$ cat src/design/fat16_chain_sector_walker_top_macros.svh
// Assertion macros shared by the FAT16 chain walker modules.
`ifndef FAT16_CHAIN_SECTOR_WALKER_TOP_MACROS_SVH
`define FAT16_CHAIN_SECTOR_WALKER_TOP_MACROS_SVH

// Same-cycle implication, disabled while reset is asserted.
`define FCSW_ASSERT_IMPL(label, clk, rstn, ante, cons, msg) \
    label: assert property (@(posedge clk) disable iff (!rstn) (ante) |-> (cons)) \
        else $error(msg);

// Next-cycle implication, disabled while reset is asserted.
`define FCSW_ASSERT_NEXT(label, clk, rstn, ante, cons, msg) \
    label: assert property (@(posedge clk) disable iff (!rstn) (ante) |=> (cons)) \
        else $error(msg);

`endif

$ cat src/design/fcsw_pkg.sv
// Package: types, codes and constants of the FAT16 chain sector walker.
`default_nettype none

package fcsw_pkg;

    localparam int CLUSTER_BITS_DEFAULT = 16;
    localparam int QUEUE_DEPTH_DEFAULT  = 2;

    // input opcodes
    localparam logic OP_START = 1'b0;
    localparam logic OP_REPLY = 1'b1;

    // result kinds
    localparam logic [1:0] KIND_LOOKUP = 2'd0;
    localparam logic [1:0] KIND_RUN    = 2'd1;
    localparam logic [1:0] KIND_ERROR  = 2'd2;

    // config register indexes
    localparam logic [1:0] REG_FAT_START  = 2'd0;
    localparam logic [1:0] REG_DATA_START = 2'd1;
    localparam logic [1:0] REG_SPC        = 2'd2;
    localparam logic [1:0] REG_SSL2       = 2'd3;

    localparam logic [7:0] SPC_RESET      = 8'd1;
    localparam logic [3:0] SSL2_MIN       = 4'd9;
    localparam logic [3:0] SSL2_MAX       = 4'd12;
    localparam logic [15:0] FIRST_CLUSTER = 16'd2;

    typedef struct packed {
        logic [31:0] fat_start;
        logic [31:0] data_start;
        logic [7:0]  spc;
        logic [3:0]  ssl2;
    } fcsw_cfg_t;

    // what the back end has to emit for one queued word
    typedef enum logic [2:0] {
        PLAN_ERROR,
        PLAN_LOOKUP,
        PLAN_RUN_LAST,
        PLAN_RUN_LOOKUP,
        PLAN_RUN_ERROR
    } fcsw_plan_t;

    typedef enum logic {
        PH_FIRST,
        PH_SECOND
    } fcsw_phase_t;

    typedef struct packed {
        fcsw_plan_t  plan;
        logic [15:0] run_cluster;   // cluster - 2
        logic [7:0]  run_count;
        logic [7:0]  fat_offset;
        logic [10:0] word_index;
        logic        need_read;
    } fcsw_cmd_t;

endpackage

`default_nettype wire

$ cat src/design/fcsw_queue.sv
// Small command queue between the front and back ends.
`default_nettype none

`include "fat16_chain_sector_walker_top_macros.svh"

module fcsw_queue #(
    parameter int DEPTH = fcsw_pkg::QUEUE_DEPTH_DEFAULT
) (
    input  wire                 aclk,
    input  wire                 aresetn,
    input  wire                 push,
    input  fcsw_pkg::fcsw_cmd_t push_cmd,
    output logic                full,
    input  wire                 pop,
    output fcsw_pkg::fcsw_cmd_t head,
    output logic                head_valid
);

    localparam int PW = (DEPTH > 1) ? $clog2(DEPTH) : 1;
    localparam int CW = $clog2(DEPTH + 1);

    fcsw_pkg::fcsw_cmd_t mem_reg [DEPTH];
    logic [PW-1:0] wr_ptr_reg, wr_ptr_next;
    logic [PW-1:0] rd_ptr_reg, rd_ptr_next;
    logic [CW-1:0] count_reg, count_next;

    assign full       = (count_reg == CW'(DEPTH));
    assign head_valid = (count_reg != '0);
    assign head       = mem_reg[rd_ptr_reg];

    always_comb begin
        wr_ptr_next = wr_ptr_reg;
        rd_ptr_next = rd_ptr_reg;
        count_next  = count_reg;
        if (push) begin
            wr_ptr_next = (wr_ptr_reg == PW'(DEPTH - 1)) ? '0 : wr_ptr_reg + PW'(1);
        end
        if (pop) begin
            rd_ptr_next = (rd_ptr_reg == PW'(DEPTH - 1)) ? '0 : rd_ptr_reg + PW'(1);
        end
        if (push && !pop) begin
            count_next = count_reg + CW'(1);
        end else if (pop && !push) begin
            count_next = count_reg - CW'(1);
        end
    end

    always_ff @(posedge aclk) begin
        if (!aresetn) begin
            wr_ptr_reg <= '0;
            rd_ptr_reg <= '0;
            count_reg  <= '0;
        end else begin
            wr_ptr_reg <= wr_ptr_next;
            rd_ptr_reg <= rd_ptr_next;
            count_reg  <= count_next;
        end
    end

    always_ff @(posedge aclk) begin
        if (push) begin
            mem_reg[wr_ptr_reg] <= push_cmd;
        end
    end

    `FCSW_ASSERT_IMPL(a_no_push_full, aclk, aresetn, push, !full, "push into full queue")
    `FCSW_ASSERT_IMPL(a_no_pop_empty, aclk, aresetn, pop, head_valid, "pop from empty queue")
    `FCSW_ASSERT_NEXT(a_drain_empty, aclk, aresetn, pop && !push && (count_reg == CW'(1)), !head_valid, "queue not empty after last pop")

endmodule

`default_nettype wire

$ cat src/design/fcsw_front.sv
// Front end: accepts input words, walks chain state, queues result plans.
`default_nettype none

module fcsw_front #(
    parameter int CLUSTER_BITS = fcsw_pkg::CLUSTER_BITS_DEFAULT
) (
    input  wire                 aclk,
    input  wire                 aresetn,
    input  fcsw_pkg::fcsw_cfg_t cfg,
    input  wire                 s_valid,
    output logic                s_ready,
    input  wire                 s_opcode,
    input  wire  [15:0]         s_cluster_value,
    input  wire  [31:0]         s_file_size,
    input  wire                 q_full,
    output logic                q_push,
    output fcsw_pkg::fcsw_cmd_t q_cmd
);

    localparam logic [15:0] END_MARK = 16'((32'd1 << CLUSTER_BITS) - 32'd1);

    logic [CLUSTER_BITS-1:0] current_reg, current_next;
    logic [31:0]             remaining_reg, remaining_next;
    logic [7:0]              cached_off_reg, cached_off_next;
    logic                    cache_valid_reg, cache_valid_next;
    logic                    walking_reg, walking_next;

    logic        accept;
    logic [15:0] cv;
    logic [3:0]  lg;
    logic [3:0]  sh;
    logic [7:0]  off;
    logic [10:0] widx;
    logic        is_end;
    logic        is_low;
    logic [31:0] full_sec;
    logic        part;
    logic [31:0] need_sec;
    logic [7:0]  cnt_last;
    logic [7:0]  cnt;
    logic [31:0] used;
    logic [31:0] rem_after;

    assign s_ready = !q_full;
    assign accept  = s_valid && s_ready;

    // cluster word masked to the configured width
    assign cv     = 16'(s_cluster_value[CLUSTER_BITS-1:0]);
    assign is_end = (cv == END_MARK);
    assign is_low = (cv < fcsw_pkg::FIRST_CLUSTER);

    // sector size clamped to 512..4096
    assign lg   = (cfg.ssl2 < fcsw_pkg::SSL2_MIN) ? fcsw_pkg::SSL2_MIN :
                  (cfg.ssl2 > fcsw_pkg::SSL2_MAX) ? fcsw_pkg::SSL2_MAX : cfg.ssl2;
    assign sh   = lg - 4'd1;
    assign off  = 8'(cv >> sh);
    assign widx = 11'(cv & ((16'd1 << sh) - 16'd1));

    // last-cluster count: ceil(remaining / sector), capped at the cluster size
    assign full_sec  = remaining_reg >> lg;
    assign part      = |(remaining_reg & ((32'd1 << lg) - 32'd1));
    assign need_sec  = full_sec + 32'(part);
    assign cnt_last  = (need_sec < 32'(cfg.spc)) ? need_sec[7:0] : cfg.spc;
    assign cnt       = is_end ? cnt_last : cfg.spc;
    assign used      = 32'(cnt) << lg;
    assign rem_after = (remaining_reg > used) ? remaining_reg - used : 32'd0;

    always_comb begin
        current_next     = current_reg;
        remaining_next   = remaining_reg;
        cached_off_next  = cached_off_reg;
        cache_valid_next = cache_valid_reg;
        walking_next     = walking_reg;
        q_push           = 1'b0;
        q_cmd.plan        = fcsw_pkg::PLAN_ERROR;
        q_cmd.run_cluster = 16'(current_reg) - fcsw_pkg::FIRST_CLUSTER;
        q_cmd.run_count   = cnt;
        q_cmd.fat_offset  = off;
        q_cmd.word_index  = widx;
        q_cmd.need_read   = !cache_valid_reg || (off != cached_off_reg);

        if (accept) begin
            if (s_opcode == fcsw_pkg::OP_START) begin
                q_push          = 1'b1;
                remaining_next  = s_file_size;
                q_cmd.need_read = 1'b1;
                if (is_low || is_end) begin
                    walking_next     = 1'b0;
                    cache_valid_next = 1'b0;
                    q_cmd.plan       = fcsw_pkg::PLAN_ERROR;
                end else begin
                    current_next     = cv[CLUSTER_BITS-1:0];
                    walking_next     = 1'b1;
                    cached_off_next  = off;
                    cache_valid_next = 1'b1;
                    q_cmd.plan       = fcsw_pkg::PLAN_LOOKUP;
                end
            end else if (walking_reg) begin
                // reply while idle is dropped
                q_push         = 1'b1;
                remaining_next = rem_after;
                if (is_end) begin
                    walking_next = 1'b0;
                    q_cmd.plan   = fcsw_pkg::PLAN_RUN_LAST;
                end else if (is_low) begin
                    walking_next = 1'b0;
                    q_cmd.plan   = fcsw_pkg::PLAN_RUN_ERROR;
                end else begin
                    current_next     = cv[CLUSTER_BITS-1:0];
                    cached_off_next  = off;
                    cache_valid_next = 1'b1;
                    q_cmd.plan       = fcsw_pkg::PLAN_RUN_LOOKUP;
                end
            end
        end
    end

    always_ff @(posedge aclk) begin
        if (!aresetn) begin
            current_reg     <= '0;
            remaining_reg   <= '0;
            cached_off_reg  <= '0;
            cache_valid_reg <= 1'b0;
            walking_reg     <= 1'b0;
        end else begin
            current_reg     <= current_next;
            remaining_reg   <= remaining_next;
            cached_off_reg  <= cached_off_next;
            cache_valid_reg <= cache_valid_next;
            walking_reg     <= walking_next;
        end
    end

endmodule

`default_nettype wire

$ cat src/design/fcsw_back.sv
// Back end: expands queued plans into result words through an output register.
`default_nettype none

`include "fat16_chain_sector_walker_top_macros.svh"

module fcsw_back (
    input  wire                 aclk,
    input  wire                 aresetn,
    input  fcsw_pkg::fcsw_cfg_t cfg,
    input  fcsw_pkg::fcsw_cmd_t head,
    input  wire                 head_valid,
    output logic                pop,
    output logic                m_valid,
    input  wire                 m_ready,
    output logic [1:0]          m_kind,
    output logic [31:0]         m_sector_addr,
    output logic [7:0]          m_sector_count,
    output logic [10:0]         m_word_index,
    output logic                m_need_read,
    output logic                m_last
);

    fcsw_pkg::fcsw_phase_t phase_reg, phase_next;

    logic        m_valid_reg, m_valid_next;
    logic [1:0]  kind_reg;
    logic [31:0] addr_reg;
    logic [7:0]  count_reg;
    logic [10:0] widx_reg;
    logic        need_reg;
    logic        last_reg;

    logic        out_free;
    logic        load;
    logic        two_words;
    logic        in_second;
    logic [1:0]  res_kind;
    logic [23:0] run_prod;
    logic [31:0] res_addr;
    logic [7:0]  res_count;
    logic [10:0] res_widx;
    logic        res_need;
    logic        res_last;

    assign out_free  = !m_valid_reg || m_ready;
    assign load      = out_free && head_valid;
    assign run_prod  = 24'(cfg.spc) * 24'(head.run_cluster);
    assign in_second = (phase_reg == fcsw_pkg::PH_SECOND);

    always_comb begin
        case (head.plan) inside
            fcsw_pkg::PLAN_RUN_LOOKUP, fcsw_pkg::PLAN_RUN_ERROR: two_words = 1'b1;
            default:                                               two_words = 1'b0;
        endcase
    end

    // phase sequencer
    always_comb begin
        phase_next = phase_reg;
        unique case (phase_reg)
            fcsw_pkg::PH_FIRST: begin
                if (load && two_words) begin
                    phase_next = fcsw_pkg::PH_SECOND;
                end
            end
            fcsw_pkg::PH_SECOND: begin
                if (load) begin
                    phase_next = fcsw_pkg::PH_FIRST;
                end
            end
            default: phase_next = fcsw_pkg::PH_FIRST;
        endcase
    end

    // which word to build this cycle
    always_comb begin
        pop      = 1'b0;
        res_kind = fcsw_pkg::KIND_ERROR;
        res_last = 1'b1;
        unique case (phase_reg)
            fcsw_pkg::PH_FIRST: begin
                pop = load && !two_words;
                case (head.plan) inside
                    fcsw_pkg::PLAN_ERROR: begin
                        res_kind = fcsw_pkg::KIND_ERROR;
                        res_last = 1'b1;
                    end
                    fcsw_pkg::PLAN_LOOKUP: begin
                        res_kind = fcsw_pkg::KIND_LOOKUP;
                        res_last = 1'b0;
                    end
                    default: begin
                        res_kind = fcsw_pkg::KIND_RUN;
                        res_last = (head.plan == fcsw_pkg::PLAN_RUN_LAST);
                    end
                endcase
            end
            fcsw_pkg::PH_SECOND: begin
                pop = load;
                if (head.plan == fcsw_pkg::PLAN_RUN_LOOKUP) begin
                    res_kind = fcsw_pkg::KIND_LOOKUP;
                    res_last = 1'b0;
                end else begin
                    res_kind = fcsw_pkg::KIND_ERROR;
                    res_last = 1'b1;
                end
            end
            default: begin
                pop = 1'b0;
            end
        endcase
    end

    // fields of the selected word
    always_comb begin
        res_addr  = '0;
        res_count = '0;
        res_widx  = '0;
        res_need  = 1'b0;
        unique case (res_kind)
            fcsw_pkg::KIND_LOOKUP: begin
                res_addr = cfg.fat_start + 32'(head.fat_offset);
                res_widx = head.word_index;
                res_need = head.need_read;
            end
            fcsw_pkg::KIND_RUN: begin
                res_addr  = cfg.data_start + 32'(run_prod);
                res_count = head.run_count;
            end
            default: begin
                res_addr = '0;
            end
        endcase
    end

    assign m_valid_next = load ? 1'b1 : (m_ready ? 1'b0 : m_valid_reg);

    always_ff @(posedge aclk) begin
        if (!aresetn) begin
            phase_reg   <= fcsw_pkg::PH_FIRST;
            m_valid_reg <= 1'b0;
        end else begin
            phase_reg   <= phase_next;
            m_valid_reg <= m_valid_next;
        end
    end

    always_ff @(posedge aclk) begin
        if (load) begin
            kind_reg  <= res_kind;
            addr_reg  <= res_addr;
            count_reg <= res_count;
            widx_reg  <= res_widx;
            need_reg  <= res_need;
            last_reg  <= res_last;
        end
    end

    assign m_valid        = m_valid_reg;
    assign m_kind         = kind_reg;
    assign m_sector_addr  = addr_reg;
    assign m_sector_count = count_reg;
    assign m_word_index   = widx_reg;
    assign m_need_read    = need_reg;
    assign m_last         = last_reg;

    `FCSW_ASSERT_IMPL(a_second_has_head, aclk, aresetn, in_second, head_valid, "no plan held")
    `FCSW_ASSERT_IMPL(a_pop_on_load, aclk, aresetn, pop, load, "pop without load")
    `FCSW_ASSERT_NEXT(a_hold_valid, aclk, aresetn, m_valid && !m_ready, m_valid, "valid dropped")

endmodule

`default_nettype wire

$ cat src/design/fat16_chain_sector_walker_top.sv
// Top level of the FAT16 cluster chain to sector run walker.
// A word taken is queued at that edge; the back end then loads its first result word into the
//   output register, and shows it valid, once that register is free.
// Throughput: one input word per cycle while the queue is not full; the single output register
//   gives one result word per cycle while m_ready holds: a start one, a FAT reply one or two.
// Reset: synchronous, active low; clears walk state, queue and output valid, config to defaults.
`default_nettype none

module fat16_chain_sector_walker_top #(
    parameter int CLUSTER_BITS = fcsw_pkg::CLUSTER_BITS_DEFAULT,
    parameter int QUEUE_DEPTH  = fcsw_pkg::QUEUE_DEPTH_DEFAULT
) (
    input  wire         aclk,
    input  wire         aresetn,
    // configuration write port
    input  wire         cfg_we,
    input  wire  [1:0]  cfg_index,
    input  wire  [31:0] cfg_wdata,
    // input words: start of file or FAT entry reply
    input  wire         s_valid,
    output logic        s_ready,
    input  wire         s_opcode,
    input  wire  [15:0] s_cluster_value,
    input  wire  [31:0] s_file_size,
    // result words: FAT lookup, data run or error
    output logic        m_valid,
    input  wire         m_ready,
    output logic [1:0]  m_kind,
    output logic [31:0] m_sector_addr,
    output logic [7:0]  m_sector_count,
    output logic [10:0] m_word_index,
    output logic        m_need_read,
    output logic        m_last
);

    // Config registers; the user must write them only while the walker is idle (the block does
    // not enforce this), so both ends read them live.
    fcsw_pkg::fcsw_cfg_t cfg_reg, cfg_next;

    always_comb begin
        cfg_next = cfg_reg;
        if (cfg_we) begin
            unique case (cfg_index)
                fcsw_pkg::REG_FAT_START:  cfg_next.fat_start  = cfg_wdata;
                fcsw_pkg::REG_DATA_START: cfg_next.data_start = cfg_wdata;
                fcsw_pkg::REG_SPC:        cfg_next.spc        = cfg_wdata[7:0];
                fcsw_pkg::REG_SSL2:       cfg_next.ssl2       = cfg_wdata[3:0];
                default:                  cfg_next            = cfg_reg;
            endcase
        end
    end

    always_ff @(posedge aclk) begin
        if (!aresetn) begin
            cfg_reg.fat_start  <= '0;
            cfg_reg.data_start <= '0;
            cfg_reg.spc        <= fcsw_pkg::SPC_RESET;
            cfg_reg.ssl2       <= fcsw_pkg::SSL2_MIN;
        end else begin
            cfg_reg <= cfg_next;
        end
    end

    // front -> queue -> back
    logic                q_push;
    logic                q_full;
    logic                q_pop;
    logic                q_head_valid;
    fcsw_pkg::fcsw_cmd_t q_push_cmd;
    fcsw_pkg::fcsw_cmd_t q_head;

    // Front: owns the chain state (current cluster, bytes left, FAT cache)
    // and decides per word which results follow.
    fcsw_front #(
        .CLUSTER_BITS(CLUSTER_BITS)
    ) u_front (
        .aclk            (aclk),
        .aresetn         (aresetn),
        .cfg             (cfg_reg),
        .s_valid         (s_valid),
        .s_ready         (s_ready),
        .s_opcode        (s_opcode),
        .s_cluster_value (s_cluster_value),
        .s_file_size     (s_file_size),
        .q_full          (q_full),
        .q_push          (q_push),
        .q_cmd           (q_push_cmd)
    );

    // Queue lets the input side keep taking words while results drain.
    fcsw_queue #(
        .DEPTH(QUEUE_DEPTH)
    ) u_queue (
        .aclk       (aclk),
        .aresetn    (aresetn),
        .push       (q_push),
        .push_cmd   (q_push_cmd),
        .full       (q_full),
        .pop        (q_pop),
        .head       (q_head),
        .head_valid (q_head_valid)
    );

    // Back: computes sector addresses (cluster multiply) and emits one or
    // two result words per queued plan.
    fcsw_back u_back (
        .aclk           (aclk),
        .aresetn        (aresetn),
        .cfg            (cfg_reg),
        .head           (q_head),
        .head_valid     (q_head_valid),
        .pop            (q_pop),
        .m_valid        (m_valid),
        .m_ready        (m_ready),
        .m_kind         (m_kind),
        .m_sector_addr  (m_sector_addr),
        .m_sector_count (m_sector_count),
        .m_word_index   (m_word_index),
        .m_need_read    (m_need_read),
        .m_last         (m_last)
    );

endmodule

`default_nettype wire

$ cat config.mk
export PLATFORM = sky130hd
export DESIGN_NAME = fat16_chain_sector_walker_top
export DESIGN_NICKNAME = d
export VERILOG_FILES = /design/src/design/fcsw_pkg.sv /design/src/design/fcsw_queue.sv /design/src/design/fcsw_front.sv /design/src/design/fcsw_back.sv /design/src/design/fat16_chain_sector_walker_top.sv
export VERILOG_INCLUDE_DIRS = /design/src /design/src/design
export SDC_FILE = /design/constraint.sdc
export NUM_CORES = 1
export LEC_CHECK = 0
export CORE_AREA = 5 5 188 190
export CTS_CLUSTER_DIAMETER = 200
export CTS_CLUSTER_SIZE = 25
export DETAILED_ROUTE_END_ITERATION = 12
export DIE_AREA = 0 0 193 195
export DONT_BUFFER_PORTS = 1
export PLACE_DENSITY = 0.81
export RECOVER_POWER = 50
export SETUP_SLACK_MARGIN = 0.05
export SLEW_MARGIN = 40
export SYNTH_ARGS = -nofsm -noshare
export SYNTH_HDL_FRONTEND = slang
export SYNTH_HIERARCHICAL = 1
export SYNTH_SLANG_ARGS = --single-unit
$ cat constraint.sdc
create_clock -name aclk -period 16.8 [get_ports aclk]
set_input_delay 2.52 -clock aclk [delete_from_list [all_inputs] [get_ports aclk]]
set_output_delay 2.52 -clock aclk [all_outputs]
set_load 0.01 [all_outputs]
==> run summary <==
RSZ-0062 raised after global routing = no
Port Buf Inserts = 0
final WL = 58.6 mm
worst relative slew slack = -1.23
Cell Pwr Density = 117 nW/µm²
post-cts sizing count = 0
Final #Nets = 2,514
post-place setup slack = 7610 ps
#FFs+latches synth = 290
Hold Buf Count CTS = 0
grt ovf = 0
Synth Flop Type = edfxtp_1
Top Ports = 145
drt pass-1 iters = 7
largest net degree at the start of global routing = 130
Hold Crit Class = flip-flop to flip-flop
Syn Area/Cell = 9.39 µm²
Post-synth ARST share = 0
Clock Pin Slew Worst Setup and Hold Paths = 120 ps
clock network fraction of total power = 0.157
Final WS setup = 5550 ps
Comb power frac = 0.442
hold_ws = 468 ps
DRC = 0
Via Count = 17,100
vias per cell = 6.37
Final setup viols = 0
Critical Path RT = 17,260 ps
worst path arrival time = 11,710 ps
max_cap viols = 5
initial DRC count = 1,365
n_diodes = 0
fillers = 2,713
final core utilization = 0.661
routed wire length per instance = 21.9 µm
Tmin final = 11,250 ps
total placed cells including tap cells = 2,649
share of cells above drive strength 1 = 0.0575
Reg power frac = 0.401
clk sinks = 290
row count = 67
Yosys warning count = 6
Detailed Place HPWL = 44.1 mm
final hold vios = 0
synth-to-layout area growth = 2.64%
htree depth = 1
setup tns final = 0 ps
setup repair bufs after CTS = 0
Chip Height = 195 µm
worst-path fanout max = 27
LEAKAGE = 9.28 nW
Num CTS Buffers = 15
worst-case clock buffer depth = 3
switching share of power = 0.416
clock root buffer = clkbuf_16
P_sw = 1.07 mW
number of antenna violations at the first check in global routing = 0
Final period util = 0.670
TritonCTS clock tree = yes
failing checks = max-capacitance violations, max-slew violations
vias in the first global route = 17,000
synthesized instance count = 2,284
critical path type = flip-flop to flip-flop
DIE WIDTH = 193 µm
sequential area share after synthesis = 0.340
Startpoint Class = flip-flop
maximum vdd drop = 0.0815 mV
Internal Power = 1.50 mW
CP Capture Type = flip-flop
Fmax = 0.0889 GHz
EDFF count, synth = 149
Core ar. = 33,300 µm²
peak per-stage delay on the critical path = 1270 ps
synth unique cells = 102
total track usage = 0.304
cell mode on critical path = ha_1
Setup Skew = 19.8 ps
slowest stage cell, crit path = clkinvlp_2
Largest register FFs = 94
effective utilization at floorplan = 0.644
first-pass GRT wire length = 91.5 mm
Post-DRT Antenna Nets = 0
later-pin clock latency in the skew report = 520 ps
outcome = finished with violations
worst slew pin tran = 3340 ps
final slew viol count = 204
Finished Layout Cells = 2,676
Mapped Area = 21,400 µm²
Die Footprint = 37,600 µm²
global placement routability congestion = 1.00
## layout by cell type (no fill, tap or decap), drive strengths merged, types with 10 or more instances in the layout
cell type	instances
a211oi	19
a21o	27
a21oi	114
a221oi	12
a222oi	15
a31oi	12
and2	126
and3	23
buf	10
clkbuf	32
conb	18
dfxtp	141
edfxtp	149
fa	108
ha	99
inv	218
mux2	61
mux2i	100
nand2	288
nand2b	16
nand3	53
nand4	30
nor2	108
nor2b	21
nor3	41
nor4	18
o211ai	11
o21a	17
o21ai	79
o22ai	14
or3	12
xnor2	47
xor2	39
## cell usage after synthesis, drive strengths merged (23+ instances only)
master  instances  area share
xnor2          47       0.019
nand2         288       0.050
and3           23      0.0067
nor3           41      0.0096
dfxtp         141        0.13
nand3          53       0.012
clkbuf         69       0.012
xor2           39       0.016
o21ai          79       0.019
nor2          108       0.019
mux2i         100       0.047
and2          126       0.037
a21o           27      0.0095
ha             99       0.058
a21oi         114       0.027
edfxtp        149        0.21
buf            47       0.017
fa            108        0.10
nand4          30      0.0088
mux2           61       0.033
inv           216       0.038
## metrics by stage
stage	total power, mW	instance area (µm²)
2_1_floorplan	1.85	21500
3_3_place_gp	2.12	21600
3_5_place_dp	2.16	21600
4_1_cts	2.56	22000
5_1_grt	2.72	22000
6_report	2.58	22000
## cells by family (layout without fill, tap and decap cells)
logic type | Yosys count | in the layout | synth area share
adder cells (fa/ha/maj) | 207 | 207 | 0.159
AND/OR/NAND/NOR | 772 | 772 | 0.178
XOR/XNOR | 86 | 86 | 0.0351
flip-flops | 290 | 290 | 0.340
buffers and inverters | 334 | 262 | 0.0678
other | 2 | 18 | 0.000350
AO/OA/AOI/OAI | 430 | 430 | 0.138
multiplexers | 163 | 163 | 0.0817
## power groups by stage
stage                     Combinational, mW  Sequential [mW]  Clock (mW)
final                                  1.14             1.03       0.406
after global routing                   1.23             1.05       0.437
after CTS                              1.12             1.03       0.409
after detailed placement               1.11             1.05           0
after global placement                 1.08             1.04           0
after floorplan                       0.837             1.01           0
## area by class of cell
type | count | area (µm²) | share of cell area
multi-input cells | 1676 | 12800 | 0.581
flip-flops and latches | 290 | 7300 | 0.332
inverters | 218 | 820 | 0.0372
well taps | 448 | 561 | 0.0255
clock buffers | 24 | 409 | 0.0186
repair buffers | 18 | 106 | 0.00483
clock inverters | 2 | 20.0 | 0.000910
## worst paths after layout
path,depth (start not counted),slack (ps),endpoint,startpoint
setup reg to reg,39,5550,u_front/remaining_reg[17]$_SDFFE_PN0P_,cfg_reg[3]$_SDFFE_PN1P_
hold / removal,2,470,cfg_reg[19]$_SDFFE_PN0P_,cfg_reg[19]$_SDFFE_PN0P_
hold reg to reg,2,470,cfg_reg[19]$_SDFFE_PN0P_,cfg_reg[19]$_SDFFE_PN0P_
setup / recovery,39,5550,u_front/remaining_reg[17]$_SDFFE_PN0P_,cfg_reg[3]$_SDFFE_PN1P_
## routing by layer
metal	vias up	wire length [µm]	track usage
li1	7832	-	-
met4	0	2850	0.127
met1	8337	23100	0.385
met3	158	3780	0.0402
met2	725	28800	0.524
met5	-	0	0
## critical path, delay by kind of cell (launching register included)
kind            cells  cell delay (ps)
simple gates       14             2640
flops               1              650
buf+inv             3             2240
mux                 2              690
compound gates     14             3130
fa+ha+maj           6             1820
Note: power is estimated with default switching activity, not from simulation.
